===== src/hw/rtl/rbd_pkg.sv =====
// shared types, constants and helpers for the rgba8 box downscaler
// no dependencies
package rbd_pkg;

  localparam int MAX_WIDTH  = 4096;
  localparam int MAX_HEIGHT = 4096;
  localparam int DIM_W      = 13;
  localparam int COL_W      = $clog2(MAX_WIDTH);
  localparam int ROW_W      = $clog2(MAX_HEIGHT);
  localparam int CHAN_W     = 8;
  localparam int NCHAN      = 4;
  localparam int SUM_W      = 32;
  localparam int AREA_W     = 2 * DIM_W;
  localparam int QUO_W      = 8;
  localparam int QDEPTH     = 2;
  localparam int DIV_STEPS  = DIM_W;

  typedef logic [DIM_W-1:0] dim_t;

  typedef enum logic [1:0] {
    REG_SRC_WIDTH,
    REG_SRC_HEIGHT,
    REG_DST_WIDTH,
    REG_DST_HEIGHT
  } reg_idx_t;

  typedef enum logic [1:0] {SU_LOAD, SU_RUN, SU_FIN, SU_IDLE} setup_state_t;
  typedef enum logic {F_IDLE, F_ACC} front_state_t;
  typedef enum logic [1:0] {B_IDLE, B_DIV, B_OUT} back_state_t;

  typedef struct packed {
    dim_t sw;
    dim_t sh;
    dim_t dw;
    dim_t dh;
    dim_t qw;
    dim_t rw;
    dim_t qh;
    dim_t rh;
    logic busy;
    logic restart;
  } geom_t;

  typedef struct packed {
    logic [NCHAN-1:0][SUM_W-1:0] sums;
    logic [AREA_W-1:0]           area;
    logic                        last;
  } job_t;

  typedef struct packed {
    logic [DIM_W:0] rem;
    dim_t           quo;
  } div_t;

  // one restoring division step
  function automatic div_t div_step(div_t cur, dim_t den);
    logic [DIM_W:0] trial;
    div_t           nxt;
    trial = {cur.rem[DIM_W-1:0], cur.quo[DIM_W-1]};
    if (trial >= {1'b0, den}) begin
      nxt.rem = trial - {1'b0, den};
      nxt.quo = {cur.quo[DIM_W-2:0], 1'b1};
    end else begin
      nxt.rem = trial;
      nxt.quo = {cur.quo[DIM_W-2:0], 1'b0};
    end
    return nxt;
  endfunction

  function automatic dim_t clamp_dim(dim_t v, dim_t hi);
    dim_t r;
    if (v == '0) r = dim_t'(1);
    else if (v > hi) r = hi;
    else r = v;
    return r;
  endfunction

endpackage


===== src/hw/rtl/rbd_setup.sv =====
// size registers and the two size dividers (sw/dw and sh/dh)
// depends on rbd_pkg
module rbd_setup import rbd_pkg::*; (
  input  logic             clk,
  input  logic             rst,
  input  logic             cfg_we,
  input  logic [1:0]       cfg_index,
  input  logic [DIM_W-1:0] cfg_data,
  output geom_t            geom
);
  dim_t         src_w, src_h, dst_w, dst_h;
  dim_t         sw, sh, dw, dh;
  div_t         divw, divh;
  logic [$clog2(DIV_STEPS)-1:0] cnt;
  setup_state_t state, state_next;

  assign sw = clamp_dim(src_w, dim_t'(MAX_WIDTH));
  assign sh = clamp_dim(src_h, dim_t'(MAX_HEIGHT));
  assign dw = clamp_dim(dst_w, sw);
  assign dh = clamp_dim(dst_h, sh);

  always_ff @(posedge clk) begin
    if (rst) begin
      src_w <= dim_t'(1);
      src_h <= dim_t'(1);
      dst_w <= dim_t'(1);
      dst_h <= dim_t'(1);
    end else if (cfg_we) begin
      case (reg_idx_t'(cfg_index))
        REG_SRC_WIDTH:  src_w <= cfg_data;
        REG_SRC_HEIGHT: src_h <= cfg_data;
        REG_DST_WIDTH:  dst_w <= cfg_data;
        REG_DST_HEIGHT: dst_h <= cfg_data;
        default: ;
      endcase
    end
  end

  always_comb begin
    state_next = state;
    case (state)
      SU_LOAD: state_next = SU_RUN;
      SU_RUN:  if (cnt == ($clog2(DIV_STEPS))'(DIV_STEPS - 1)) state_next = SU_FIN;
      SU_FIN:  state_next = SU_IDLE;
      SU_IDLE: state_next = SU_IDLE;
      default: state_next = SU_LOAD;
    endcase
    if (cfg_we) state_next = SU_LOAD;
  end

  always_ff @(posedge clk) begin
    if (rst) state <= SU_LOAD;
    else     state <= state_next;
  end

  always_ff @(posedge clk) begin
    if (state == SU_LOAD) begin
      divw <= '{rem: '0, quo: sw};
      divh <= '{rem: '0, quo: sh};
      cnt  <= '0;
    end else if (state == SU_RUN) begin
      divw <= div_step(divw, dw);
      divh <= div_step(divh, dh);
      cnt  <= cnt + 1'b1;
    end
  end

  always_comb begin
    geom.sw      = sw;
    geom.sh      = sh;
    geom.dw      = dw;
    geom.dh      = dh;
    geom.qw      = divw.quo;
    geom.rw      = divw.rem[DIM_W-1:0];
    geom.qh      = divh.quo;
    geom.rh      = divh.rem[DIM_W-1:0];
    geom.busy    = (state != SU_IDLE);
    geom.restart = (state == SU_FIN);
  end
endmodule


===== config.mk =====
export PLATFORM = sky130hd
export DESIGN_NAME = rbd_setup
export DESIGN_NICKNAME = d
export VERILOG_FILES = /design/src/hw/rtl/rbd_pkg.sv /design/src/hw/rtl/rbd_setup.sv
export SDC_FILE = /design/constraint.sdc
export NUM_CORES = 1
export LEC_CHECK = 0
export BUFFER_PORTS_ARGS = -buffer_cell sky130_fd_sc_hd__buf_2
export CAP_MARGIN = 10
export CELL_PAD_IN_SITES_DETAIL_PLACEMENT = 0
export CELL_PAD_IN_SITES_GLOBAL_PLACEMENT = 2
export CORE_MARGIN = 2
export CORE_UTILIZATION = 30
export CTS_CLUSTER_SIZE = 14
export DETAILED_ROUTE_END_ITERATION = 10
export HOLD_SLACK_MARGIN = 0.12
export PLACE_DENSITY = 0.88
export REMOVE_ABC_BUFFERS = 1
export SETUP_SLACK_MARGIN = 0.5
export SLEW_MARGIN = 10
export SYNTH_ARGS = -nofsm -noshare
export SYNTH_HDL_FRONTEND = slang
export SYNTH_SLANG_ARGS = --single-unit

===== constraint.sdc =====
create_clock -name clk -period 4.4 [get_ports clk]
set_clock_uncertainty 0.05 [all_clocks]
set_input_delay 0.88 -clock clk [delete_from_list [all_inputs] [get_ports clk]]
set_output_delay 0.88 -clock clk [all_outputs]
set_load 0.005 [all_outputs]

==> summary.txt <==
Run status
  • Status: finished clean

Floorplanning
  • Die ar.: 24,300 sq um
  • Die X: 156 microns
  • Ports: 124
  • Die height: about 160 microns
  • Initial Util: 0.306
  • FP Rows: 55
  • Core box area: 22,600 sq um

Clock tree
  • Root buf cell: clkbuf_16
  • Reg clk slew, reported paths: 0.08 ns
  • Clock tree buffer depth: 2
  • Clock latency on the worst-skew pair: 0.36 ns
  • CTS buffer count: 9
  • CTS H-tree depth: 3
  • Clock sink total: 110
  • CTS tree: done

Logic synthesis
  • Synth Register Bits: 110
  • Mean Syn Cell Area: 8.03 sq um
  • Compound-gate portion of the synthesized area: 0.193
  • Synth unique cells: 64
  • Count leader, synth: nand2_1
  • Synth Area in XOR/XNOR: 0.0228
  • YS warnings: 0
  • Largest family of logic cells by synthesized area: simple AND/OR/NAND/NOR gates
  • Top cell type's share of synthesized area: 0.243
  • Main flop type after synthesis: dfxtp_1
  • Post-synth EDFFs: 26
  • Syn Inst Count: ~860
  • Multiplexer share of the synthesized area: 0.0396
  • Syn Std Cell Area: 6930 sq um
  • FFs w/ async S/R, synth: 0
  • Most frequent cells after synthesis: 195 x nand2_1, 84 x dfxtp_1, 83 x a21oi_1, 56 x ha_1, 52 x inv_1
  • Sequential area share after synthesis: 0.355
  • Cell taking the most area after synthesis: dfxtp_1
  • Post-synthesis simple-gate area fraction: 0.224
  • Area contributors post-synth: dfxtp_1 24%, edfxtp_1 11%, nand2_1 11%
  • Adder-Cell Fraction of Synth Area: 0.107

Pwr
  • Worst vdd ir: 0.000441 V
  • Sw Ratio: 0.398
  • Clock power share: 0.137
  • Logic gate share of total power: 0.641
  • Switch Pwr: 2.36 mW
  • Leak: 4.52 nW
  • Pwr Density: 606 nW/um^2
  • Pint: ~3.6 mW
  • Sequential power share: 0.222

Drt
  • DRT Pass-1 Iters: 5
  • Drt wl/cell: 17.6 microns
  • WL final: 24,200 microns
  • Vias per inst: 5.14
  • DRC viols: 0
  • Antenna Violating Nets Remaining: 0
  • Number of DRC markers in iteration 0: between 400 and 500
  • Via count: 7,052

Layout
  • Antenna cells: 0
  • Layout Nets: 1,158
  • Filler cell count: 2,262
  • Final Non-Filler Cells: 1,372
  • P&R area growth vs syn: 40.8%
  • Layout cells sized above 1: 0.371
  • Post-layout util: 0.431

Timing
  • Worst Tran Pin Value: 1.05 ns
  • Clock period minus worst slack: 4.13 ns
  • RSZ-0062 raised after global routing: yes
  • Slew Limit Headroom: 0.302
  • F_max: 242 MHz
  • Fin. max-slew vios: 0
  • Fin. Hold Viols: 0
  • Final setup viols: 0
  • Fin crit share: 0.939
  • Final setup TNS: 0 ns

Critical path
  • Worst path most repeated cell: o211ai_1
  • Largest stage delay on the critical path: 0.37 ns
  • Startpoint types: flip-flop
  • CP endpoint kind: flip-flop
  • Crit-path leading delay family: compound AO/OA/AOI/OAI gates
  • CP arrival: 4.38 ns
  • Worst path slowest cell: dfxtp_4
  • Buf+Inv Stages, Crit Path: 5
  • Kind of critical path: reg -> reg
  • CP max FO: 6
  • CP cell instances: inv_4 > nand2_1 > ha_1 > nand3_1 > o221a_2 > o211ai_1 > o21ai_2 > buf_12 > buf_8 > a21oi_4 > ha_4 > inv_2 > fa_2 > a211oi_2 > o211ai_1 > a31oi_1 > o21a_2 > buf_6 > mux2i_1 > a22o_1
  • Worst path required time: between 4 and 5 ns

GRT
  • Global-route wire length before repair: 36,100 microns
  • Pin count of the biggest net entering global routing: 55
  • GR Util met1: 0.250
  • Met3 usage: 0.0328
  • Gr usage total: 0.189
  • Initial antenna violation count: 0
  • Grt peak-use layer: met2
  • Met2 usage: 0.315
  • GR Overflow Total: 0
  • Vias in the first global route: roughly 6,600

Place
  • Number of buffers added on ports: 123
  • Post-DP HPWL: 17,500 microns
  • RePlAce Congestion: 0.863
  • Dpl cells: 1,295

Min path
  • Hold Crit Class: reg -> reg

Flow run
  • Max_cap viols: 0
## tightest hold or removal path: stages (launching register included)
cell and delay (ns):
dfxtp_1 0.33, nand2_1 0.05, o21ai_1 0.05
## registers in the layout (all words and copies together) (netlist names)
signal	flops
geom	52
dst_h	13
src_h	13
dst_w	13
cnt	4
state	2
src_w	13
## cells in the final DEF, fill, tap and decap left out, types with 14 or more instances in the layout
| cell | n |
|---|---|
| nor2_1 | 42 |
| dfxtp_1 | 69 |
| buf_2 | 121 |
| a21o_1 | 19 |
| nand3_1 | 15 |
| nand2_1 | 184 |
| edfxtp_1 | 26 |
| buf_6 | 19 |
| mux2i_1 | 18 |
| ha_1 | 31 |
| o21ai_0 | 38 |
| xnor2_1 | 15 |
| inv_1 | 44 |
| buf_4 | 104 |
| ha_4 | 18 |
| o21ai_1 | 14 |
| a21oi_1 | 73 |
## what timing repair did
action / CTS / global route
endpoints found under the setup margin: 36 / 44
hold buffers: 0 / 0
setup buffers: 25 / 31
cloned: 4 / 1
pin swaps: 29 / 54
gates resized for setup: 64 / 119
## metrics by stage
stage	power, mW	hold slack (ns)	worst slack (ns)	instance area [sq um]
after floorplan	3.01	0.388	-1.31	6720
after global placement	3.89	0.416	0.0785	8230
after detailed placement	3.92	0.417	-0.100	8230
after CTS	5.13	0.428	0.371	9010
after global routing	6.30	0.445	0.0971	9750
final	5.91	0.422	0.269	9750
## power groups by stage
stage | combinational, mW | clock (mW) | sequential (mW)
after global routing | 4.10 | 0.861 | 1.33
after CTS | 3.02 | 0.823 | 1.30
after global placement | 2.57 | 0 | 1.32
after detailed placement | 2.60 | 0 | 1.32
after floorplan | 1.74 | 0 | 1.28
final | 3.79 | 0.809 | 1.31
## cell families (layout without fill, tap and decap cells)
group,after synthesis,after routing
AND/OR/NAND/NOR,340,340
AO/OA/AOI/OAI,213,214
flip-flops,110,110
multiplexers,27,27
XOR/XNOR,18,18
buffers and inverters,97,320
adder cells (fa/ha/maj),58,58
## final cells by class
cell class / count / area, sq um / area share
clock inverters: 6 / 45.0 / 0.00462
clock buffers: 10 / 229 / 0.0235
multi-input cells: 657 / 4700 / 0.482
well taps: 285 / 357 / 0.0366
flip-flops and latches: 110 / 2490 / 0.255
repair inverters: 2 / 15.0 / 0.00154
repair buffers: 250 / 1720 / 0.177
inverters: 52 / 200 / 0.0205
## layer usage
metal / vias up / share of wire
li1: 3467 / -
met1: 3387 / 0.46
met2: 167 / 0.48
met3: 31 / 0.037
met4: 0 / 0.024
met5: - / 0
## final timing paths
path,end,start,slack (ns),depth (start not counted)
max,geom[2],src_h[12],0.27,20
min,geom[40],geom[40],0.42,2
max reg2reg,geom[2],src_h[12],0.27,20
min reg2reg,geom[40],geom[40],0.42,2
(Power assumes the default switching activity.)
