$ cat src/hw/rtl/rbd_pkg.sv
// shared types, constants and helpers for the rgba8 box downscaler
// no dependencies
package rbd_pkg;

  localparam int MAX_WIDTH  = 4096;
  localparam int MAX_HEIGHT = 4096;
  localparam int DIM_W      = 13;
  localparam int COL_W      = $clog2(MAX_WIDTH);
  localparam int ROW_W      = $clog2(MAX_HEIGHT);
  localparam int CHAN_W     = 8;
  localparam int NCHAN      = 4;
  localparam int SUM_W      = 32;
  localparam int AREA_W     = 2 * DIM_W;
  localparam int QUO_W      = 8;
  localparam int QDEPTH     = 2;
  localparam int DIV_STEPS  = DIM_W;

  typedef logic [DIM_W-1:0] dim_t;

  typedef enum logic [1:0] {
    REG_SRC_WIDTH,
    REG_SRC_HEIGHT,
    REG_DST_WIDTH,
    REG_DST_HEIGHT
  } reg_idx_t;

  typedef enum logic [1:0] {SU_LOAD, SU_RUN, SU_FIN, SU_IDLE} setup_state_t;
  typedef enum logic {F_IDLE, F_ACC} front_state_t;
  typedef enum logic [1:0] {B_IDLE, B_DIV, B_OUT} back_state_t;

  typedef struct packed {
    dim_t sw;
    dim_t sh;
    dim_t dw;
    dim_t dh;
    dim_t qw;
    dim_t rw;
    dim_t qh;
    dim_t rh;
    logic busy;
    logic restart;
  } geom_t;

  typedef struct packed {
    logic [NCHAN-1:0][SUM_W-1:0] sums;
    logic [AREA_W-1:0]           area;
    logic                        last;
  } job_t;

  typedef struct packed {
    logic [DIM_W:0] rem;
    dim_t           quo;
  } div_t;

  // one restoring division step
  function automatic div_t div_step(div_t cur, dim_t den);
    logic [DIM_W:0] trial;
    div_t           nxt;
    trial = {cur.rem[DIM_W-1:0], cur.quo[DIM_W-1]};
    if (trial >= {1'b0, den}) begin
      nxt.rem = trial - {1'b0, den};
      nxt.quo = {cur.quo[DIM_W-2:0], 1'b1};
    end else begin
      nxt.rem = trial;
      nxt.quo = {cur.quo[DIM_W-2:0], 1'b0};
    end
    return nxt;
  endfunction

  function automatic dim_t clamp_dim(dim_t v, dim_t hi);
    dim_t r;
    if (v == '0) r = dim_t'(1);
    else if (v > hi) r = hi;
    else r = v;
    return r;
  endfunction

endpackage

$ cat src/hw/rtl/rbd_fifo.sv
// short job queue between the accumulating front and the dividing back
// depends on rbd_pkg
module rbd_fifo import rbd_pkg::*; (
  input  logic clk,
  input  logic rst,
  input  logic push,
  input  job_t din,
  output logic full,
  input  logic pop,
  output job_t dout,
  output logic empty
);
  localparam int PTR_W = $clog2(QDEPTH);

  job_t             mem [QDEPTH];
  logic [PTR_W-1:0] wp, rp;
  logic [PTR_W:0]   cnt;

  assign full  = (cnt == (PTR_W+1)'(QDEPTH));
  assign empty = (cnt == '0);
  assign dout  = mem[rp];

  always_ff @(posedge clk) begin
    if (push) mem[wp] <= din;
  end

  always_ff @(posedge clk) begin
    if (rst) begin
      wp  <= '0;
      rp  <= '0;
      cnt <= '0;
    end else begin
      if (push) wp <= wp + 1'b1;
      if (pop)  rp <= rp + 1'b1;
      cnt <= cnt + (PTR_W+1)'(push) - (PTR_W+1)'(pop);
    end
  end
endmodule

$ cat config.mk
export PLATFORM = sky130hd
export DESIGN_NAME = rbd_fifo
export DESIGN_NICKNAME = d
export VERILOG_FILES = /design/src/hw/rtl/rbd_pkg.sv /design/src/hw/rtl/rbd_fifo.sv
export SDC_FILE = /design/constraint.sdc
export NUM_CORES = 1
export LEC_CHECK = 0
export BUFFER_PORTS_ARGS = -buffer_cell sky130_fd_sc_hd__buf_2
export CORE_ASPECT_RATIO = 0.75
export CORE_MARGIN = 5
export CORE_UTILIZATION = 47
export CTS_BUF_LIST = sky130_fd_sc_hd__clkbuf_8 sky130_fd_sc_hd__clkbuf_16
export DETAILED_ROUTE_END_ITERATION = 7
export GPL_TIMING_DRIVEN = 1
export PLACE_DENSITY = 0.81
export SYNTH_ARGS = -nofsm -noshare
export SYNTH_HDL_FRONTEND = slang
export SYNTH_SLANG_ARGS = --single-unit
$ cat constraint.sdc
create_clock -name clk -period 8.3 [get_ports clk]
set_clock_uncertainty 0.2 [all_clocks]
set_input_delay 0.83 -clock clk [delete_from_list [all_inputs] [get_ports clk]]
set_output_delay 0.83 -clock clk [all_outputs]
set_load 0.05 [all_outputs]
==> impl_metrics.yaml, run 1 <==
yosys:
  async_flop_share: 0
  syn_area_um2: 11490
  yosys.area.top_type: "edfxtp_1"
  synthTopCellsByCount: "edfxtp_1 (310), mux2_2 (155), clkbuf_8 (12)"
  avgSynthCellArea_um2: 22.85
  synth_most_common_cell: "edfxtp_1"
  yosys.cell_types.count: 12
  synth_ff_type: "edfxtp_1"
  synth_seq_cells: 315
  synth_area_leaders: "edfxtp_1 (81%), mux2_2 (15%), clkbuf_8 (1.4%), dfxtp_1 (0.87%), buf_6 (0.49%)"
  netlist.area_leader.share: 0.8100
  yosysSeqAreaShare: 0.8187
  syn-num-nets: 664
  synth_warnings: 0
  synth_cells: 503
  synth-edff-count: 310
detailed_routing:
  dr.pass1.iters: 4
  dr.first_iter.drc_count: 348
  wl_mm: 23.22
  wl_per_cell_um: 19.45
  final_antenna_net_count: 0
  vias: 5841
  viasPerCell: 4.892
  drc: 0
timing:
  finalMaxSlewViolations: 0
  final.setup.tns_ps: 0
  hold_violations: 0
  timing.fmax_mhz: 287.6
  finalCriticalPeriod_ps: 3477
  rsz0062_at_grt: "false"
  relSlewSlack: 0.3230
  finalSetupViolCount: 0
  tightest_slew_ps: 1016
  fin_crit_sh: 0.4189
global_routing:
  grt.total_usage: 0.1600
  antenna_found_initial: 7
  grt_pass1_wl_mm: 34.89
  grt_pass1_vias: 6236
  grt-ovfl-total: 0
  grt_max_degree: 76
run:
  max-cap-violations: 0
cts:
  numCtsBuffers: 30
  cts_setup_buffers: 0
  cts_resized: 0
  ctsHtreeMaxLevel: 1
  clock_latency_ps: 540
  root_buffer: "clkbuf_16"
  cts_tree: "yes"
  clk_pin_slew_ps: 60
  cts_sinks: 315
  cts_buffer_depth: 3
  ctsHoldBuffers: 0
hold_path:
  worst_hold_path.num_cells: 1
  min_from: "din[111]"
  min_path_type: "in2reg"
  hold-path-endpoint: "mem[1][111]$_DFFE_PP_"
pwr:
  power.internal_mw: 2.831
  clkPwrFrac: 0.347
  p_comb_frac: 0.167
  leakage_nw: 5.358
  swShare: 0.2689
  ir_drop_mv: 0.1866
  p_seq_frac: 0.486
  finalPower_mw: 3.872
  p_switching_mw: 1.041
  p_per_area_nw_per_um2: 270.7
finish:
  syn_to_final_growth_pct: 24.49
  nFillCells: 1806
  postLayoutCellArea_um2: 14310
  nNetsFinal: 1000
  drive_above_1_share: 0.6058
setup_path:
  crit_chain: "buf_4, mux2_2, buf_2"
  timing.rr.start: "wp$_SDFFE_PP0P_"
  r2r-end: "mem[0][18]$_DFFE_PP_"
  worst_setup_path_end_kind: "primary output"
  slowest_delay_ps: 730
  slowest_stage: "buf_4"
  crit_fanout: 74
  r2r_cells: 2
  worstPathArrival_ps: 2450
  crit_type: "reg2out"
  worst_setup_path_start_kind: "register"
  cp.required_ps: 7270
  ff2ff_setup_slack_ps: 6220
place:
  placed_area_um2: 13320
  gp_congestion: 0.7438
  portBuffers: 315
  dp_hpwl_mm: 15.84
floorplan:
  die_w_um: 190.6
  rows: 49
  coreArea_um2: 24030
  fp.dieH_um: 145.4
  initial_core_util: 0.4782
  die_area_um2: 27710
  boundaryPins: 316
outcome:
  status: "finished clean"
==> stage by stage <==
stage / std cells / hold WS (ps) / util / setup WS, ps
3_3_place_gp: 1138 / 297.6 / 0.5542 / 5391
4_1_cts: 1191 / 244.4 / 0.5950 / 4788
5_1_grt: 1194 / 246.9 / 0.5953 / 4707
3_5_place_dp: 1138 / 323.9 / 0.5542 / 5387
2_1_floorplan: 503 / 279.9 / - / 2792
6_report: 1194 / 274.5 / 0.5953 / 4823
==> power groups by stage <==
stage / registers, mW / clock network [mW] / logic (mW)
2_1_floorplan: 1.92 / 0 / 0.497
3_3_place_gp: 1.91 / 0 / 0.642
3_5_place_dp: 1.92 / 0 / 0.649
4_1_cts: 1.88 / 1.38 / 0.652
5_1_grt: 1.89 / 1.45 / 0.676
6_report: 1.88 / 1.34 / 0.645
==> flip-flops by register name, indices dropped and copies added (netlist names), named ones only <==
| register | flops |
|---|---|
| cnt | 2 |
| mem | 310 |
| rp | 1 |
| wp | 1 |
==> layout make-up <==
cell class | instances | area [um^2] | area share
diodes | 3 | 7.507 | 0.0005248
well taps | 331 | 414.1 | 0.02895
inverters | 2 | 7.507 | 0.0005248
repair buffers | 321 | 1622 | 0.1133
multi-input cells | 169 | 1864 | 0.1303
flip-flops and latches | 315 | 9413 | 0.6580
clock inverters | 22 | 202.7 | 0.01417
clock buffers | 31 | 775.7 | 0.05422
==> worst max-delay path, delay by kind of cell, from the launching register on <==
family / cells / cell delay (ps)
flip-flops: 1 / 400
multiplexers: 1 / 440
buffers and inverters: 2 / 950
==> worst max path at each step <==
stage	end	slack (ps)
4_1_cts	dout[45]	4790
2_1_floorplan	mem[0][0]$_DFFE_PP_	2790
3_5_place_dp	dout[44]	5390
5_1_grt	dout[45]	4710
6_report	dout[87]	4820
3_3_place_gp	dout[45]	5390
==> cell usage in the layout (no fill, tap or decap) <==
| master | n |
|---|---|
| clkinv_2 | 5 |
| inv_6 | 1 |
| edfxtp_1 | 310 |
| clkinvlp_4 | 1 |
| nor2b_4 | 1 |
| dfxtp_4 | 1 |
| dfxtp_1 | 4 |
| inv_1 | 5 |
| xnor2_1 | 2 |
| ha_1 | 2 |
| clkbuf_16 | 31 |
| clkinv_1 | 8 |
| nor2b_1 | 2 |
| nor2_1 | 5 |
| diode_2 | 3 |
| xnor3_1 | 1 |
| bufinv_16 | 4 |
| mux2_2 | 155 |
| buf_4 | 6 |
| buf_2 | 315 |
| and2_4 | 1 |
==> metal layers <==
metal  vias to the layer above  GRT usage  routed length (um)
met5                         -          0                  34
met4                         6    0.05097                 733
met3                        58    0.06283                2288
met2                       232     0.2674               11490
met1                      2858     0.1921                8680
li1                       2687          -                   -
==> kinds of logic (layout without fill, tap and decap cells) <==
| kind of cell | after synthesis | count (layout) | synth area share |
|---|---|---|---|
| buf+inv | 19 | 376 | 0.01992 |
| other cells | 0 | 3 | 0 |
| simple gates | 9 | 9 | 0.003811 |
| flops | 315 | 315 | 0.8187 |
| fa+ha+maj | 2 | 2 | 0.002177 |
| mux | 155 | 155 | 0.1519 |
| xor+xnor | 3 | 3 | 0.003484 |
Note: power is estimated with default switching activity, not from simulation.
==> run 2: changes to the inputs <==
- ABC_AREA: not set -> 1
- clock period: 8.3 -> 2.9 ns (I/O delays scaled with it)
==> run 2 against run 1 <==
Final cell count rose by 14%. Critical path depth unchanged. Routed wire length grew 12%. Worst hold slack better by 8.0 ps. Largest power group unchanged. Synthesized cell count is 2.0% higher. Largest cell class unchanged.
==> impl_metrics.yaml, run 2 <==
yosys:
  synth_ff_type: "edfxtp_1"
  yosys.area.top_type: "edfxtp_1"
  synth-compound-area-share: 0.0004352
  synth_most_common_cell: "edfxtp_1"
  synth-edff-count: 310
  yosysSeqAreaShare: 0.8182
  async_flop_share: 0
  netlist.area_leader.share: 0.8095
  syn-num-nets: 674
  avgSynthCellArea_um2: 22.42
  synth-simple-area-share: 0.004787
  synth_seq_cells: 315
  synthAdderAreaFrac: 0.002176
  yosys.cell_types.count: 13
  synth_warnings: 0
  synthTopCellsByCount: "edfxtp_1 (310), mux2_2 (155), clkbuf_8 (12), inv_1 (8), nor2_1 (8)"
  synth_top_family_by_area: "multiplexers"
  synth_cells: 513
  synthMuxAreaShare: 0.1518
  synth_xor_area_frac: 0.0007616
  synth_area_leaders: "edfxtp_1 (81%), mux2_2 (15%), clkbuf_8 (1.4%), dfxtp_1 (0.87%), buf_6 (0.49%)"
  syn_area_um2: 11500
setup_path:
  crit_type: "reg2out"
  crit_fanout: 87
  worst_setup_path_start_kind: "register"
  cp.required_ps: 2410
  worstPathArrival_ps: 2010
  worst_setup_path_end_kind: "primary output"
  slowest_delay_ps: 420
  slowest_stage: "mux2_2"
  crit_chain: "buf_12, mux2_2, buf_2"
  critPathTopFamily: "buffers and inverters"
  cp_num_buf_inv: 2
finish:
  register_area_um2: 9414
  nFillCells: 1555
  postLayoutCellArea_um2: 15910
  layout_commonest_cell: "buf_2"
  nNetsFinal: 1168
  syn_to_final_growth_pct: 38.32
  largest_register_ffs: 310
  final_core_util: 0.6619
  reg_top3: "mem x310, cnt x2"
  final_cell_mix: "buf_2 (315), edfxtp_1 (310), dlygate4sd3_1 (159), mux2_2 (155), clkbuf_16 (29)"
  drive_above_1_share: 0.5107
  multiInputGateArea_um2: 1849
  antenna_cells: 0
  top_register: "mem"
timing:
  finalSetupViolCount: 0
  timing.fmax_mhz: 399.6
  fin_crit_sh: 0.8630
  finalMaxSlewViolations: 0
  finalCriticalPeriod_ps: 2503
  relSlewSlack: 0.6429
  tightest_slew_ps: 535.6
  hold_violations: 0
  rsz0062_at_grt: "false"
detailed_routing:
  wl_per_cell_um: 19.10
  wl_mm: 25.96
  dr.pass1.iters: 5
  viasPerCell: 4.862
  drc: 0
  dr.first_iter.drc_count: 358
  vias: 6607
  final_antenna_net_count: 0
pwr:
  ir_drop_mv: 0.5398
  leakage_nw: 6.034
  p_per_area_nw_per_um2: 682.8
global_routing:
  antenna_found_initial: 1
  grt_pass1_wl_mm: 40.10
  grt.total_usage: 0.1803
  grt_pass1_vias: 7223
  grt_max_degree: 88
  grt-ovfl-total: 0
floorplan:
  die_w_um: 190.6
  fp.dieH_um: 145.5
  boundaryPins: 316
  initial_core_util: 0.4785
  die_area_um2: 27730
  coreArea_um2: 24030
  rows: 49
cts:
  cts_sinks: 315
  cts_tree: "yes"
  ctsHoldBuffers: 159
  numCtsBuffers: 29
  ctsHtreeMaxLevel: 1
  clock_latency_ps: 530
  cts_buffer_depth: 3
  root_buffer: "clkbuf_16"
  cts_setup_buffers: 0
  clk_pin_slew_ps: 70
  cts_resized: 0
place:
  placed_area_um2: 13410
  gp_congestion: 0.7478
  dp_hpwl_mm: 14.94
  portBuffers: 315
run:
  max-cap-violations: 0
hold_path:
  min_path_type: "in2reg"
outcome:
  status: "finished clean"
-- run 2: cell count changes after synthesis, moves of 3 or more --
| cell | delta |
|---|---|
| inv_1 | +6 |
| nand2_1 | +4 |
| nor2_1 | +3 |
| nor2b_1 | -3 |
-- run 2: power by group --
part | internal, mW | switching, mW | leakage (nW)
clock network | 2.03 | 1.56 | 0.468
logic | 0.627 | 1.31 | 2.61
registers | 5.28 | 0.0623 | 2.95
-- run 2: cell families after synthesis --
logic type               count (synthesis)
AO/OA/AOI/OAI                            1
XOR/XNOR                                 1
adder cells (fa/ha/maj)                  2
buffers and inverters                   25
flip-flops                             315
multiplexers                           155
AND/OR/NAND/NOR                         14
-- run 2: layer usage --
metal,track usage,vias to the layer above,wire length [um]
met5,0,-,7
met4,0.03948,2,575
met3,0.04676,37,1930
met2,0.3110,273,13010
met1,0.2322,3277,10440
li1,-,3018,-
-- run 2: metrics by stage --
step	instances	hold WS, ps	total power [mW]	TNS, ps	worst slack, ps
final	1359	282.6	10.86	0	397.3
after global routing	1359	264.8	11.23	0	353.5
after CTS	1359	246.0	10.90	0	409.0
after detailed placement	1148	281.3	7.173	0	991.2
after global placement	1148	276.9	7.138	0	1006
after floorplan	513	161.2	6.752	-111320	-394.9
-- run 2: worst paths after layout --
path | to | slack, ps | from | cells after the start
min reg2reg | rp$_SDFFE_PP0P_ | 320 | rp$_SDFFE_PP0P_ | 2
max | dout[34] | 400 | register | 3
max reg2reg | mem[1][36]$_DFFE_PP_ | 1320 | wp$_SDFFE_PP0P_ | 3
min | mem[0][47]$_DFFE_PP_ | 280 | din[47] | 2
-- run 2: layout make-up --
type                    count  area share
multi-input cells         173      0.1163
repair buffers            480      0.2067
flip-flops and latches    315      0.5918
clock inverters            18    0.006922
clock buffers              34     0.04995
well taps                 331     0.02604
inverters                   8    0.002281
-- run 2: worst reg2reg max path: cells and delay by family, from the launching register on --
kind | cells | cell delay, ps
DFF | 1 | 370
buffers and inverters | 2 | 450
and+or+nand+nor | 1 | 80
==> run 3: changes to the inputs <==
- ABC_CLOCK_PERIOD_IN_PS: not set -> 2400
- CORE_UTILIZATION: 47 -> 52
- PLACE_DENSITY: 0.81 -> 0.84
- clock period: 2.9 -> 2.4 ns (I/O delays scaled with it)
==> run 3 against run 2 <==
Power grew 21%. Routed wire length increased by 7.5%. Sequential power grew 21%. Critical path type unchanged. Critical endpoint is now dout[35]. Largest power group unchanged.
==> impl_metrics.yaml, run 3 (synthesis results as in run 2) <==
finish:
  reg_top3: "mem x310, cnt x2"
  nNetsFinal: 1179
  final_cell_mix: "buf_2 (313), edfxtp_1 (310), dlygate4sd3_1 (159), mux2_2 (155), clkbuf_16 (31)"
  syn_to_final_growth_pct: 38.74
  nFillCells: 1278
  register_area_um2: 9414
  multiInputGateArea_um2: 1849
  top_register: "mem"
  drive_above_1_share: 0.5072
  layout_commonest_cell: "buf_2"
  final_core_util: 0.7274
  largest_register_ffs: 310
detailed_routing:
  vias: 6760
  wl_mm: 27.90
  final_antenna_net_count: 0
  wl_per_cell_um: 20.87
  dr.pass1.iters: 4
  dr.first_iter.drc_count: 447
  viasPerCell: 5.056
  drc: 0
pwr:
  leakage_nw: 6.112
  clkPwrFrac: 0.324
  finalPower_mw: 13.11
  swShare: 0.2724
  ir_drop_mv: 0.7797
  p_seq_frac: 0.493
  p_per_area_nw_per_um2: 821.5
  power.internal_mw: 9.537
  p_comb_frac: 0.183
  p_switching_mw: 3.570
global_routing:
  grt_pass1_vias: 7460
  grt-ovfl-total: 0
  grt.total_usage: 0.2134
  antenna_found_initial: 4
  grt_max_degree: 80
  grt_pass1_wl_mm: 42.50
setup_path:
  ff2ff_setup_slack_ps: 690
  slowest_stage: "dfxtp_4"
  worstPathArrival_ps: 1930
  r2r-end: "mem[1][113]$_DFFE_PP_"
  timing.rr.start: "wp$_SDFFE_PP0P_"
  r2r_cells: 3
  worst_setup_path_start_kind: "register"
  crit_fanout: 43
  critPathTopFamily: "flip-flops"
  crit_chain: "buf_16, mux2_2, buf_2"
  path_depth: 3
  crit_type: "reg2out"
  cp.required_ps: 1960
  slowest_delay_ps: 470
  cp_num_buf_inv: 2
  endpoint: "dout[35]"
  worst_setup_path_end_kind: "primary output"
place:
  portBuffers: 315
  dp_hpwl_mm: 15.79
  gp_congestion: 0.8181
timing:
  relSlewSlack: 0.6821
  rsz0062_at_grt: "true"
  fin_crit_sh: 0.9860
  finalCriticalPeriod_ps: 2366
  finalMaxSlewViolations: 0
  hold_violations: 0
  finalSetupViolCount: 0
  tightest_slew_ps: 476.9
  timing.fmax_mhz: 422.6
floorplan:
  boundaryPins: 316
  coreArea_um2: 21930
  initial_core_util: 0.5243
  fp.dieH_um: 138.8
  die_w_um: 181.7
  die_area_um2: 25220
  rows: 47
outcome:
  status: "finished clean"
cts:
  cts_tree: "yes"
  cts_buffer_depth: 3
  root_buffer: "clkbuf_16"
  cts_sinks: 315
  clock_latency_ps: 530
  clk_pin_slew_ps: 70
  numCtsBuffers: 30
  ctsHtreeMaxLevel: 1
hold_path:
  min_path_type: "in2reg"
  worst_hold_path.num_cells: 2
run:
  max-cap-violations: 0
==> run 3: per-layer routing <==
layer | track usage | vias to the layer above | part of all wire
met4 | 0.05882 | 0 | 0.029
met1 | 0.2602 | 3344 | 0.38
met3 | 0.06162 | 60 | 0.081
met5 | 0 | - | 0
met2 | 0.3745 | 312 | 0.52
li1 | - | 3044 | -
==> run 3: worst min-delay path by stage <==
stage              from                     to
4_1_cts         din[75]   mem[1][75]$_DFFE_PP_
6_report       din[150]  mem[0][150]$_DFFE_PP_
3_5_place_dp    din[19]   mem[1][19]$_DFFE_PP_
5_1_grt        din[133]  mem[1][133]$_DFFE_PP_
3_3_place_gp    din[97]   mem[0][97]$_DFFE_PP_
2_1_floorplan       rst      cnt[0]$_SDFF_PP0_
==> run 3: power by group through the flow <==
stage	Combinational, mW	Clock [mW]	Sequential (mW)
2_1_floorplan	1.60	0	6.55
5_1_grt	2.50	4.59	6.48
6_report	2.40	4.25	6.46
3_3_place_gp	2.09	0	6.56
4_1_cts	2.35	4.30	6.46
3_5_place_dp	2.11	0	6.58
==> run 3: per-stage QoR <==
step / worst slack, ps / setup TNS, ps / instances / hold WS (ps) / area [um^2]
finish: 33.56 / 0 / 1337 / 222.9 / 15960
global placement: 461.2 / 0 / 1118 / 227.0 / 13410
floorplan: -894.9 / -266820 / 513 / 111.2 / 11510
detailed placement: 468.3 / 0 / 1118 / 230.7 / 13410
CTS: -28.32 / -236.1 / 1331 / 196.9 / 15910
global route: -43.46 / -578.6 / 1337 / 204.3 / 15960
==> run 3: what timing repair did <==
action / in CTS / in global routing
setup buffers: 1 / 2
hold buffers: 159 / 0
hold endpoints to repair: 315 / 0
resized for setup: 0 / 4
pin swaps: 0 / 0
setup endpoints to repair: 115 / 111
==> run 3: worst reg2reg max path: cells and delay by family (launching register included) <==
family        cells  cell delay (ps)
buf+inv           2              610
flops             1              370
simple gates      1               80
==> run 3: cell type report <==
class,instances,share of cell area
inverter,8,0.002117
antenna,4,0.0006274
multi-input combinational,173,0.1159
clock inverter,20,0.005332
clock buffer,33,0.05035
tap,294,0.02306
timing repair buffer,490,0.2126
sequential,315,0.5900
