`src/hw/rtl/rbd_pkg.sv`:
```
// shared types, constants and helpers for the rgba8 box downscaler
// no dependencies
package rbd_pkg;

  localparam int MAX_WIDTH  = 4096;
  localparam int MAX_HEIGHT = 4096;
  localparam int DIM_W      = 13;
  localparam int COL_W      = $clog2(MAX_WIDTH);
  localparam int ROW_W      = $clog2(MAX_HEIGHT);
  localparam int CHAN_W     = 8;
  localparam int NCHAN      = 4;
  localparam int SUM_W      = 32;
  localparam int AREA_W     = 2 * DIM_W;
  localparam int QUO_W      = 8;
  localparam int QDEPTH     = 2;
  localparam int DIV_STEPS  = DIM_W;

  typedef logic [DIM_W-1:0] dim_t;

  typedef enum logic [1:0] {
    REG_SRC_WIDTH,
    REG_SRC_HEIGHT,
    REG_DST_WIDTH,
    REG_DST_HEIGHT
  } reg_idx_t;

  typedef enum logic [1:0] {SU_LOAD, SU_RUN, SU_FIN, SU_IDLE} setup_state_t;
  typedef enum logic {F_IDLE, F_ACC} front_state_t;
  typedef enum logic [1:0] {B_IDLE, B_DIV, B_OUT} back_state_t;

  typedef struct packed {
    dim_t sw;
    dim_t sh;
    dim_t dw;
    dim_t dh;
    dim_t qw;
    dim_t rw;
    dim_t qh;
    dim_t rh;
    logic busy;
    logic restart;
  } geom_t;

  typedef struct packed {
    logic [NCHAN-1:0][SUM_W-1:0] sums;
    logic [AREA_W-1:0]           area;
    logic                        last;
  } job_t;

  typedef struct packed {
    logic [DIM_W:0] rem;
    dim_t           quo;
  } div_t;

  // one restoring division step
  function automatic div_t div_step(div_t cur, dim_t den);
    logic [DIM_W:0] trial;
    div_t           nxt;
    trial = {cur.rem[DIM_W-1:0], cur.quo[DIM_W-1]};
    if (trial >= {1'b0, den}) begin
      nxt.rem = trial - {1'b0, den};
      nxt.quo = {cur.quo[DIM_W-2:0], 1'b1};
    end else begin
      nxt.rem = trial;
      nxt.quo = {cur.quo[DIM_W-2:0], 1'b0};
    end
    return nxt;
  endfunction

  function automatic dim_t clamp_dim(dim_t v, dim_t hi);
    dim_t r;
    if (v == '0) r = dim_t'(1);
    else if (v > hi) r = hi;
    else r = v;
    return r;
  endfunction

endpackage

```
`src/hw/rtl/rbd_if.sv`:
```


interface rbd_res_if;
  logic       valid;
  logic       ready;
  logic [7:0] out_red;
  logic [7:0] out_green;
  logic [7:0] out_blue;
  logic [7:0] out_alpha;
  logic       last_pixel;
  modport source (output valid, out_red, out_green, out_blue, out_alpha, last_pixel,
                  input ready);
  modport sink   (input valid, out_red, out_green, out_blue, out_alpha, last_pixel,
                  output ready);
endinterface

```
`src/hw/rtl/rbd_back.sv`:
```
// back: divides the four window sums by the area, one quotient bit a cycle
// depends on rbd_pkg, rbd_if
module rbd_back import rbd_pkg::*; (
  input  logic       clk,
  input  logic       rst,
  input  job_t       din,
  input  logic       empty,
  output logic       pop,
  rbd_res_if.source  res
);
  back_state_t state, state_next;

  logic [NCHAN-1:0][SUM_W-1:0] rem;
  logic [NCHAN-1:0][QUO_W-1:0] quo;
  logic [SUM_W:0]              dvs;
  logic                        last;
  logic [$clog2(QUO_W)-1:0]    cnt;
  logic [NCHAN-1:0]            ge;

  // next-state
  always_comb begin
    state_next = state;
    case (state)
      B_IDLE:  if (!empty) state_next = B_DIV;
      B_DIV:   if (cnt == ($clog2(QUO_W))'(QUO_W - 1)) state_next = B_OUT;
      B_OUT:   if (res.ready) state_next = B_IDLE;
      default: state_next = B_IDLE;
    endcase
  end

  // outputs
  always_comb begin
    pop       = (state == B_IDLE) && !empty;
    res.valid = (state == B_OUT);
  end

  always_ff @(posedge clk) begin
    if (rst) state <= B_IDLE;
    else     state <= state_next;
  end

  always_comb begin
    for (int i = 0; i < NCHAN; i++) ge[i] = {1'b0, rem[i]} >= dvs;
  end

  // average never exceeds 255, so eight quotient bits cover it
  always_ff @(posedge clk) begin
    if (pop) begin
      rem  <= din.sums;
      dvs  <= (SUM_W+1)'(din.area) << (QUO_W - 1);
      last <= din.last;
      cnt  <= '0;
    end else if (state == B_DIV) begin
      for (int i = 0; i < NCHAN; i++) begin
        if (ge[i]) rem[i] <= rem[i] - dvs[SUM_W-1:0];
        quo[i] <= {quo[i][QUO_W-2:0], ge[i]};
      end
      dvs <= dvs >> 1;
      cnt <= cnt + 1'b1;
    end
  end

  assign res.out_red    = quo[0];
  assign res.out_green  = quo[1];
  assign res.out_blue   = quo[2];
  assign res.out_alpha  = quo[3];
  assign res.last_pixel = last;
endmodule

```
`src/flat_wrapper.sv`:
```
// flat-port wrapper written by rule: the top's interface ports become plain ports
module rbd_back_flat import rbd_pkg::*;
  (clk, rst, din, empty, pop, res_valid, res_out_red, res_out_green, res_out_blue, res_out_alpha, res_last_pixel, res_ready);
  rbd_res_if res_i ();
  input  logic clk;
  input  logic rst;
  input  job_t din;
  input  logic empty;
  output logic pop;
  output wire logic [$bits(res_i.valid)-1:0] res_valid;
  output wire logic [$bits(res_i.out_red)-1:0] res_out_red;
  output wire logic [$bits(res_i.out_green)-1:0] res_out_green;
  output wire logic [$bits(res_i.out_blue)-1:0] res_out_blue;
  output wire logic [$bits(res_i.out_alpha)-1:0] res_out_alpha;
  output wire logic [$bits(res_i.last_pixel)-1:0] res_last_pixel;
  input wire logic [$bits(res_i.ready)-1:0] res_ready;
  assign res_valid = res_i.valid;
  assign res_out_red = res_i.out_red;
  assign res_out_green = res_i.out_green;
  assign res_out_blue = res_i.out_blue;
  assign res_out_alpha = res_i.out_alpha;
  assign res_last_pixel = res_i.last_pixel;
  assign res_i.ready = res_ready;
  rbd_back u_core (.clk(clk), .rst(rst), .din(din), .empty(empty), .pop(pop), .res(res_i));
endmodule
```
`config.mk`:
```
export PLATFORM = sky130hd
export DESIGN_NAME = rbd_back_flat
export DESIGN_NICKNAME = d
export VERILOG_FILES = /design/src/hw/rtl/rbd_pkg.sv /design/src/hw/rtl/rbd_if.sv /design/src/hw/rtl/rbd_back.sv /design/src/flat_wrapper.sv
export SDC_FILE = /design/constraint.sdc
export NUM_CORES = 1
export LEC_CHECK = 0
export BUFFER_PORTS_ARGS = -buffer_cell sky130_fd_sc_hd__buf_2
export CORE_MARGIN = 2
export CORE_UTILIZATION = 50
export DETAILED_ROUTE_END_ITERATION = 8
export HOLD_SLACK_MARGIN = 0.15
export PLACE_DENSITY = 0.75
export SYNTH_ARGS = -nofsm -noshare
export SYNTH_HDL_FRONTEND = slang
export SYNTH_SLANG_ARGS = --single-unit
```
`constraint.sdc`:
```
create_clock -name clk -period 6.99 [get_ports clk]
set_input_delay 1.0485 -clock clk [delete_from_list [all_inputs] [get_ports clk]]
set_output_delay 1.0485 -clock clk [all_outputs]
set_load 0.05 [all_outputs]
```
==> key figures, run 1 <==
STA
  – Final Max Tran Viols: 0
  – Tcrit/Tclk final: 0.560
  – Worst Tran Pin Value: 988 ps
  – Fin Clk Skew: 15.0 ps
  – Upper clock frequency limit: 0.255 GHz
  – Final setup violation count: 0
  – Unrepaired setup endpoints after global routing: false
  – Max-slew headroom: 0.341
  – Final hold violations: 0
  – Final TNS setup: 0 ps
  – Final Critical Period: 3920 ps
  – Post-route worst hold slack: 443 ps

Clock tree
  – CTS tree: built
  – H-tree depth: 4
  – # hold bufs at CTS: 0
  – CTS Buf Count: 17
  – Clk slew on worst S/H paths: 70 ps
  – Setup Buffers After CTS: 0
  – Post-cts repair resize count: 0
  – Clock root buffer: clkbuf_16
  – CTS max path bufs: 2
  – Clk Latency, worst-skew pair: 460 ps
  – CTS sink cnt: 199

Floorplan
  – Rows: 63
  – Die Y-Extent: 176 um
  – Core Region: 29,400 um2
  – Initial core utilization: 0.504
  – I/O pin count: 194
  – Die Wd: 176 um
  – Die area: 31,100 um2

Setup path
  – R2R depth: 11
  – Worst setup path startpoint: u_core.dvs[1]
  – Worst setup path end: u_core.rem[35]
  – Worst setup EP type: register
  – CP arrival: 4050 ps
  – Reg-to-reg slack, setup: 3070 ps
  – Reg-to-Reg Start: u_core.dvs[1]
  – Critical Path Start Type: register
  – Worst EP required: 7120 ps
  – Critical path class: register to register
  – Reg2reg end: u_core.rem[35]
  – Critical path peak fanout: 19

Drt
  – Drt pass-1 iters: 5
  – Vias: 13,385
  – WL/cell: 19.6 um
  – Final ANT Viol Nets: 0
  – Vias per cell: 6.09
  – DR iter-0 viols: 1,570
  – DRC: 0
  – DRT Wirelength: 43,100 um

Layout
  – Fin util: 0.569
  – Antenna diodes: 0
  – Post-layout net count: 2,089
  – Area Growth Syn to Fin: 12.8%
  – Most frequent cells in the layout: 210 x a21oi_1, 193 x buf_2, 187 x edfxtp_1, 162 x nand2_1, 155 x nor2_1
  – Fillers: 2,671
  – Leading cell type in the layout, fill and taps excluded: a21oi_1
  – Finished Layout Cells: 2,199
  – Layout cells sized above 1: 0.140

Synthesis
  – Top_reg_cell synth: edfxtp_1
  – Post-synthesis mux area share: 0.00489
  – Synth Area in Adders: 0.115
  – Flops & latches, synth: 199
  – Post-synth cell types: 74
  – Largest family of logic cells by synthesized area: compound AO/OA/AOI/OAI gates
  – Synth Instances: 1,641
  – Post-Syn Nets: 1,934
  – Number of synthesized flops with an enable pin: 187
  – Share of the synthesized area in the top cell type: 0.379
  – FFs w/ async S/R, synth: 0
  – Post-synthesis simple-gate area fraction: 0.154
  – Synth Area in XOR/XNOR: 0.0596
  – Avg Cell Area, Syn: 9.04 um2
  – Area leader, netlist: edfxtp_1
  – Mapped Area: 14,800 um2
  – Ys Warns: 0
  – Compound-gate portion of the synthesized area: 0.234
  – Ranking of synthesized cells by area: edfxtp_1 38%, ha_1 11%, a21oi_1 7.1%, a21o_1 4.2%, nand2_1 4.1%
  – Sequential area share after synthesis: 0.395

Pwr
  – Lkg Pwr: 7.10 nW
  – Pwr dens: 378 nW/um2
  – Worst VDD drop: 200 uV

Placed design
  – Port Buf Inserts: 193
  – Post-DP HPWL: 31,200 um
  – Placed insts: 2,167
  – RePlAce Congestion: 0.938

Global route
  – GR Util All Layers: 0.275
  – Global route overflow: 0
  – Global-route wire length before repair: 66,100 um
  – Largest net degree at the start of global routing: 92
  – Initial antenna violation count: 0
  – Number of global-route vias before repair: 12,715

Hold path
  – Worst min-delay path category: register to register

Status
  – Outcome: finished clean

Job
  – Max-cap violations: 0
==> layer usage <==
metal  part of all wire  track usage  vias to the layer above
li1                   -            -                     6371
met1               0.43        0.365                     6294
met2               0.45        0.440                      626
met3              0.076       0.0424                       94
met4              0.046        0.136                        0
met5                  0            0                        -
==> worst min path at each step <==
stage,start,endpoint,depth (start not counted)
6_report,u_core.res.out_blue[3],u_core.res.out_blue[4],0
5_1_grt,u_core.res.out_red[1],u_core.res.out_red[2],0
4_1_cts,u_core.res.out_blue[3],u_core.res.out_blue[4],0
3_5_place_dp,u_core.res.out_blue[3],u_core.res.out_blue[4],0
3_3_place_gp,u_core.res.out_red[4],u_core.res.out_red[5],0
2_1_floorplan,u_core.cnt[1],u_core.cnt[1],1
==> worst max-delay path: stages, from the launching register on <==
cell and delay, ps:
dfxtp_1 570, inv_1 270, ha_1 370, nor2b_1 160, o21bai_1 110, a311o_1 360, and4_1 240, o21ai_0 180
a21oi_1 120, o21ai_0 260, a21o_1 550, buf_4 400
==> through the flow <==
step                      worst slack, ps  power [mW]  cell area [um2]
final                                3070        6.33            16700
after global routing                 2770        6.77            16700
after CTS                            3090        6.27            16700
after detailed placement             2760        5.22            16100
after global placement               2800        5.14            16100
after floorplan                      1960        4.46            14800
==> sequential cells by signal, indices dropped and copies added, names as in the netlist <==
register and flops:
u_core.cnt 3, u_core.res.last_pixel 1, u_core.res.out_blue 8, u_core.rem 128
u_core.res.out_red 8, u_core.res.out_green 8, u_core.res.out_alpha 8, u_core.dvs 33
u_core.state 2
==> layout make-up <==
cell class / count / area, um2 / share of cell area
sequential: 199 / 5860 / 0.350
clock buffer: 17 / 425 / 0.0254
timing repair buffer: 204 / 1050 / 0.0627
tap: 390 / 488 / 0.0292
multi-input combinational: 1294 / 8440 / 0.505
inverter: 80 / 302 / 0.0180
clock inverter: 15 / 166 / 0.00995
==> cell usage after synthesis (all sizes together) (10+ instances only) <==
master and n:
a21oi 210, edfxtp 187, nand2 162, nor2 155, ha 130, o21ai 117, a21o 83, inv 80
clkbuf 64, xnor2 59, xor2 42, nand3 30, nand4 30, nor3 19, nand2b 17, o21a 16
o21bai 14, a31oi 13, nor2b 13, dfxtp 12, o31ai 12, and3 11, a211oi 10, o211ai 10
or3 10
==> power by group <==
group          internal (mW)  leakage [nW]  switching, mW
logic                   1.39          4.89           2.07
clock network          0.538         0.289          0.496
registers               1.73          1.91          0.103
total                   3.66          7.10           2.67
==> logic make-up after synthesis <==
| logic type | count (synthesis) |
|---|---|
| adder cells (fa/ha/maj) | 134 |
| flip-flops | 199 |
| buffers and inverters | 148 |
| AO/OA/AOI/OAI | 561 |
| XOR/XNOR | 101 |
| AND/OR/NAND/NOR | 491 |
| multiplexers | 7 |
No activity file was read; power rests on OpenSTA's default activity.
==> run 2: changes to the inputs <==
- PLACE_DENSITY: 0.75 -> 0.77
- clock period: 6.99 -> 3.17 ns (I/O delays scaled with it)
==> run 2 against run 1 <==
Global-route usage rose by 1.8 points. Total power up 140%. Design area is 8.4% higher. Sequential share of layout area decreased by 2.7 points. Worst hold slack got worse by 270 ps. Setup slack lost 3000 ps. Clock power increased by 110%. Clock skew shrank 0.90 ps. Sequential power grew 120%. Register-to-register slack worse by 3000 ps. Critical path type unchanged. Highest routed layer unchanged.
==> key figures, run 2 (synthesis gave the netlist of run 1 again) <==
Drt
  – DRC: 0
  – Vias: 13,865
  – Drt pass-1 iters: 6
  – DRT Wirelength: 46,300 um
  – Final ANT Viol Nets: 0
  – DR iter-0 viols: 1,112
  – WL/cell: 19.9 um
  – Vias per cell: 5.96

Floorplan
  – Die Wd: 176 um
  – I/O pin count: 194
  – Rows: 63
  – Die Y-Extent: 176 um
  – Initial core utilization: 0.504
  – Die area: 31,100 um2
  – Core Region: 29,400 um2

STA
  – Fin Clk Skew: 14.1 ps
  – Post-route worst hold slack: 178 ps
  – Max-slew headroom: 0.547
  – Worst Tran Pin Value: 678 ps
  – Final hold violations: 0
  – Final Max Tran Viols: 0
  – Final TNS setup: 0 ps
  – Final WS setup: 39.5 ps
  – Final setup violation count: 0
  – Tcrit/Tclk final: 0.988
  – Upper clock frequency limit: 0.319 GHz
  – Final Critical Period: 3130 ps

Placed design
  – Post-DP HPWL: 35,300 um
  – Post-placement cell area: 17,200 um2
  – Placed insts: 2,283
  – Port Buf Inserts: 193
  – RePlAce Congestion: 0.964
  – Placement Setup Slack: 14.9 ps

Setup path
  – Critical Path Start Type: register
  – CP arrival: 3350 ps
  – Worst setup EP type: register
  – Worst EP required: 3390 ps
  – Critical path class: register to register
  – Critical path peak fanout: 16

Clock tree
  – # hold bufs at CTS: 0
  – Clock root buffer: clkbuf_16
  – H-tree depth: 4
  – CTS Buf Count: 17
  – CTS sink cnt: 199
  – Clk Latency, worst-skew pair: 470 ps
  – CTS tree: built
  – Clk slew on worst S/H paths: 80 ps
  – CTS max path bufs: 2

Pwr
  – Pwr dens: 824 nW/um2
  – Total power: 14.9 mW
  – Worst VDD drop: 532 uV
  – Lkg Pwr: 7.76 nW

Layout
  – Antenna diodes: 0
  – Max reg flops: 128
  – Area Growth Syn to Fin: 22.2%
  – Layout cells sized above 1: 0.219
  – Largest regs: u_core.rem (128), u_core.dvs (33)
  – Fillers: 2,466
  – Top reg by flops: u_core.rem
  – Post-layout net count: 2,217
  – Finished Layout Cells: 2,327
  – Leading cell type in the layout, fill and taps excluded: a21oi_1
  – Fin util: 0.616
  – Design area: 18,100 um2
  – Most frequent cells in the layout: 203 x a21oi_1, 193 x buf_2, 187 x edfxtp_1, 160 x nand2_1, 154 x nor2_1

Hold path
  – Worst min-delay path category: input pin to register

Global route
  – Number of global-route vias before repair: 13,130
  – Initial antenna violation count: 0
  – Global-route wire length before repair: 69,700 um
  – Global route overflow: 0
  – GR Util All Layers: 0.293
  – Largest net degree at the start of global routing: 107

Job
  – Max-cap violations: 0

Status
  – Outcome: finished clean
run 2: cell count changes in the layout (fill, tap and decap cells not counted), sizes merged:
cell      previous run  this run
clkinv               6         5
inv                 86        82
bufinv               2         0
clkinvlp             1         6
buf                204       331
clkbuf              17        20
run 2: repair_timing:
item / CTS / global route
endpoints found under the setup margin: 32 / 149
gates resized for setup: 0 / 39
buffers inserted: 0 / 11
pin swaps: 0 / 7
cloned: 0 / 1
run 2: worst max-delay path: stages, from the launching register on:
cell        delay (ps)
edfxtp_1           380
clkinvlp_4         180
buf_4              180
ha_1               390
a21o_1             220
a21oi_1            340
nand3_1            150
o21ai_0            290
a311oi_1           170
buf_4              180
nand2_1             70
nand2_2            100
clkbuf_16          240
run 2: final timing paths:
check	start	endpoint	slack (ps)	cells past startpoint
setup reg to reg	u_core.dvs[10]	u_core.rem[107]	40	12
hold / removal	rst	u_core.state[1]	180	2
setup / recovery	u_core.dvs[10]	u_core.rem[107]	40	12
hold reg to reg	u_core.res.out_blue[1]	u_core.res.out_blue[2]	450	0
run 2: power by group:
part,leakage (nW),total (mW),switching (mW),internal (mW)
sequential,1.91,4.08,0.255,3.82
clock,0.264,2.17,1.12,1.05
combinational,5.58,8.69,4.89,3.80
total,7.76,14.9,6.26,8.67
run 2: layout make-up:
type	count	area [um2]	area share
multi-input combinational	1294	8690	0.480
sequential	199	5860	0.323
timing repair buffer	332	2210	0.122
tap	390	488	0.0269
clock buffer	19	443	0.0244
inverter	80	313	0.0173
clock inverter	13	113	0.00621
run 2: per-layer routing:
layer / vias up / share of wire / track usage
met5: - / 0 / 0
met4: 0 / 0.054 / 0.167
met3: 120 / 0.076 / 0.0523
met2: 610 / 0.46 / 0.463
met1: 6491 / 0.41 / 0.379
li1: 6644 / - / -
==> run 3: changes to the inputs <==
- PLACE_DENSITY: 0.77 -> 0.73
==> run 3 against run 2 <==
Clock power about the same. Largest cell class unchanged. Critical endpoint is now u_core.rem[59]. Worst hold slack improved by 4.2 ps. Die area did not move. Routed wire length increased by 2.2%. Cell count decreased by 0.95%. First-iteration DRC count increased by 5.7%.
==> key figures, run 3 (synthesis gave the netlist of run 1 again) <==
Status
  – Outcome: finished clean

Setup path
  – Reg-to-reg slack, setup: 120 ps
  – Critical path peak fanout: 15
  – Worst setup path end: u_core.rem[59]
  – Critical path class: register to register
  – Reg2reg end: u_core.rem[59]
  – Worst setup EP type: register
  – Reg-to-Reg Start: u_core.dvs[2]
  – Worst setup path startpoint: u_core.dvs[2]
  – Critical Path Start Type: register
  – CP arrival: 3220 ps
  – R2R depth: 11
  – Worst EP required: 3340 ps

STA
  – Final TNS setup: 0 ps
  – Upper clock frequency limit: 0.328 GHz
  – Final Max Tran Viols: 0
  – Final hold violations: 0
  – Max-slew headroom: 0.556
  – Final Critical Period: 3050 ps
  – Worst Tran Pin Value: 666 ps
  – Fin Clk Skew: 15.6 ps
  – Unrepaired setup endpoints after global routing: true
  – Tcrit/Tclk final: 0.963
  – Final setup violation count: 0

Layout
  – Leading cell type in the layout, fill and taps excluded: a21oi_1
  – Fillers: 2,566
  – Layout cells sized above 1: 0.209
  – Max reg flops: 128
  – Antenna diodes: 0
  – Area Growth Syn to Fin: 20.5%
  – Largest regs: u_core.rem (128), u_core.dvs (33)
  – Most frequent cells in the layout: 204 x a21oi_1, 193 x buf_2, 187 x edfxtp_1, 160 x nand2_1, 154 x nor2_1
  – Design area: 17,900 um2
  – Post-layout net count: 2,195
  – Top reg by flops: u_core.rem

Clock tree
  – CTS Buf Count: 17
  – Clk slew on worst S/H paths: 80 ps
  – H-tree depth: 4
  – Clock root buffer: clkbuf_16
  – CTS max path bufs: 2
  – CTS tree: built
  – Clk Latency, worst-skew pair: 460 ps
  – CTS sink cnt: 199

Global route
  – GR Util All Layers: 0.303
  – Number of global-route vias before repair: 13,278
  – Largest net degree at the start of global routing: 98
  – Initial antenna violation count: 1
  – Global route overflow: 0
  – Global-route wire length before repair: 72,300 um

Pwr
  – Worst VDD drop: 420 uV
  – Pwr dens: 829 nW/um2
  – Total power: 14.8 mW
  – Lkg Pwr: 7.65 nW

Floorplan
  – Die Y-Extent: 176 um
  – Initial core utilization: 0.504
  – Core Region: 29,400 um2
  – I/O pin count: 194
  – Die Wd: 176 um
  – Die area: 31,100 um2
  – Rows: 63

Placed design
  – Port Buf Inserts: 193
  – Post-DP HPWL: 36,100 um
  – RePlAce Congestion: 0.993
  – Post-placement cell area: 17,100 um2

Drt
  – Vias: 13,904
  – Vias per cell: 6.03
  – DRC: 0
  – Final ANT Viol Nets: 0
  – Drt pass-1 iters: 5
  – WL/cell: 20.5 um
  – DR iter-0 viols: 1,175
  – DRT Wirelength: 47,300 um

Job
  – Max-cap violations: 0

Hold path
  – Worst min-delay path category: input pin to register
-- run 3: cell types whose count changed in the layout (fill, tap and decap cells not counted), moves of 3 or more --
cell	before	now
clkinvlp_4	6	2
buf_12	15	12
buf_4	123	102
ha_4	12	5
ha_2	1	7
o21ai_1	3	6
-- run 3: worst min-delay path by stage --
stage / start / endpoint / depth (start not counted)
2_1_floorplan: u_core.cnt[1] / u_core.cnt[1] / 1
3_3_place_gp: u_core.res.out_blue[4] / u_core.res.out_blue[5] / 0
3_5_place_dp: u_core.res.out_blue[1] / u_core.res.out_blue[2] / 0
4_1_cts: din[0] / u_core.res.last_pixel / 1
5_1_grt: din[0] / u_core.res.last_pixel / 1
6_report: din[0] / u_core.res.last_pixel / 1
-- run 3: report_power, final --
part | internal [mW] | total (mW) | switching, mW
combinational | 3.67 | 8.55 | 4.88
sequential | 3.82 | 4.07 | 0.249
clock | 1.05 | 2.20 | 1.15
total | 8.54 | 14.8 | 6.27
-- run 3: critical path, stage by stage (launching register included) --
cell	delay (ps)
dfxtp_1	310
inv_1	190
ha_1	440
nand2_1	110
o21bai_1	210
a311o_1	360
and4_1	230
o21ai_0	180
a21oi_1	120
o21ai_1	200
a21o_2	220
buf_12	170
-- run 3: per-stage QoR --
stage                     cells   util  hold slack, ps  worst slack (ps)
after floorplan            1641      -             446             -18.8
after CTS                  2300  0.602             171              5.49
final                      2305  0.608             182               118
after global routing       2305  0.608             173             -15.0
after global placement     2268  0.582             424               127
after detailed placement   2268  0.582             429              42.0
-- run 3: area by class of cell --
type,count,area [um2],share of cell area
timing repair buffer,310,2030,0.114
inverter,80,302,0.0169
multi-input combinational,1294,8630,0.483
sequential,199,5860,0.328
clock inverter,14,134,0.00749
clock buffer,18,429,0.0240
tap,390,488,0.0273
-- run 3: timing repair --
action | in CTS | in global routing
hold buffers | 0 | 0
gates resized for setup | 0 | 37
setup endpoints to repair | 0 | 142
buffers inserted | 0 | 2
-- run 3: routing by layer --
| layer | global-route usage | up-vias | wire length, um |
|---|---|---|---|
| met5 | 0 | - | 0 |
| met2 | 0.488 | 623 | 21700 |
| met1 | 0.408 | 6585 | 20100 |
| met3 | 0.0411 | 91 | 3360 |
| li1 | - | 6605 | - |
| met4 | 0.134 | 0 | 2110 |
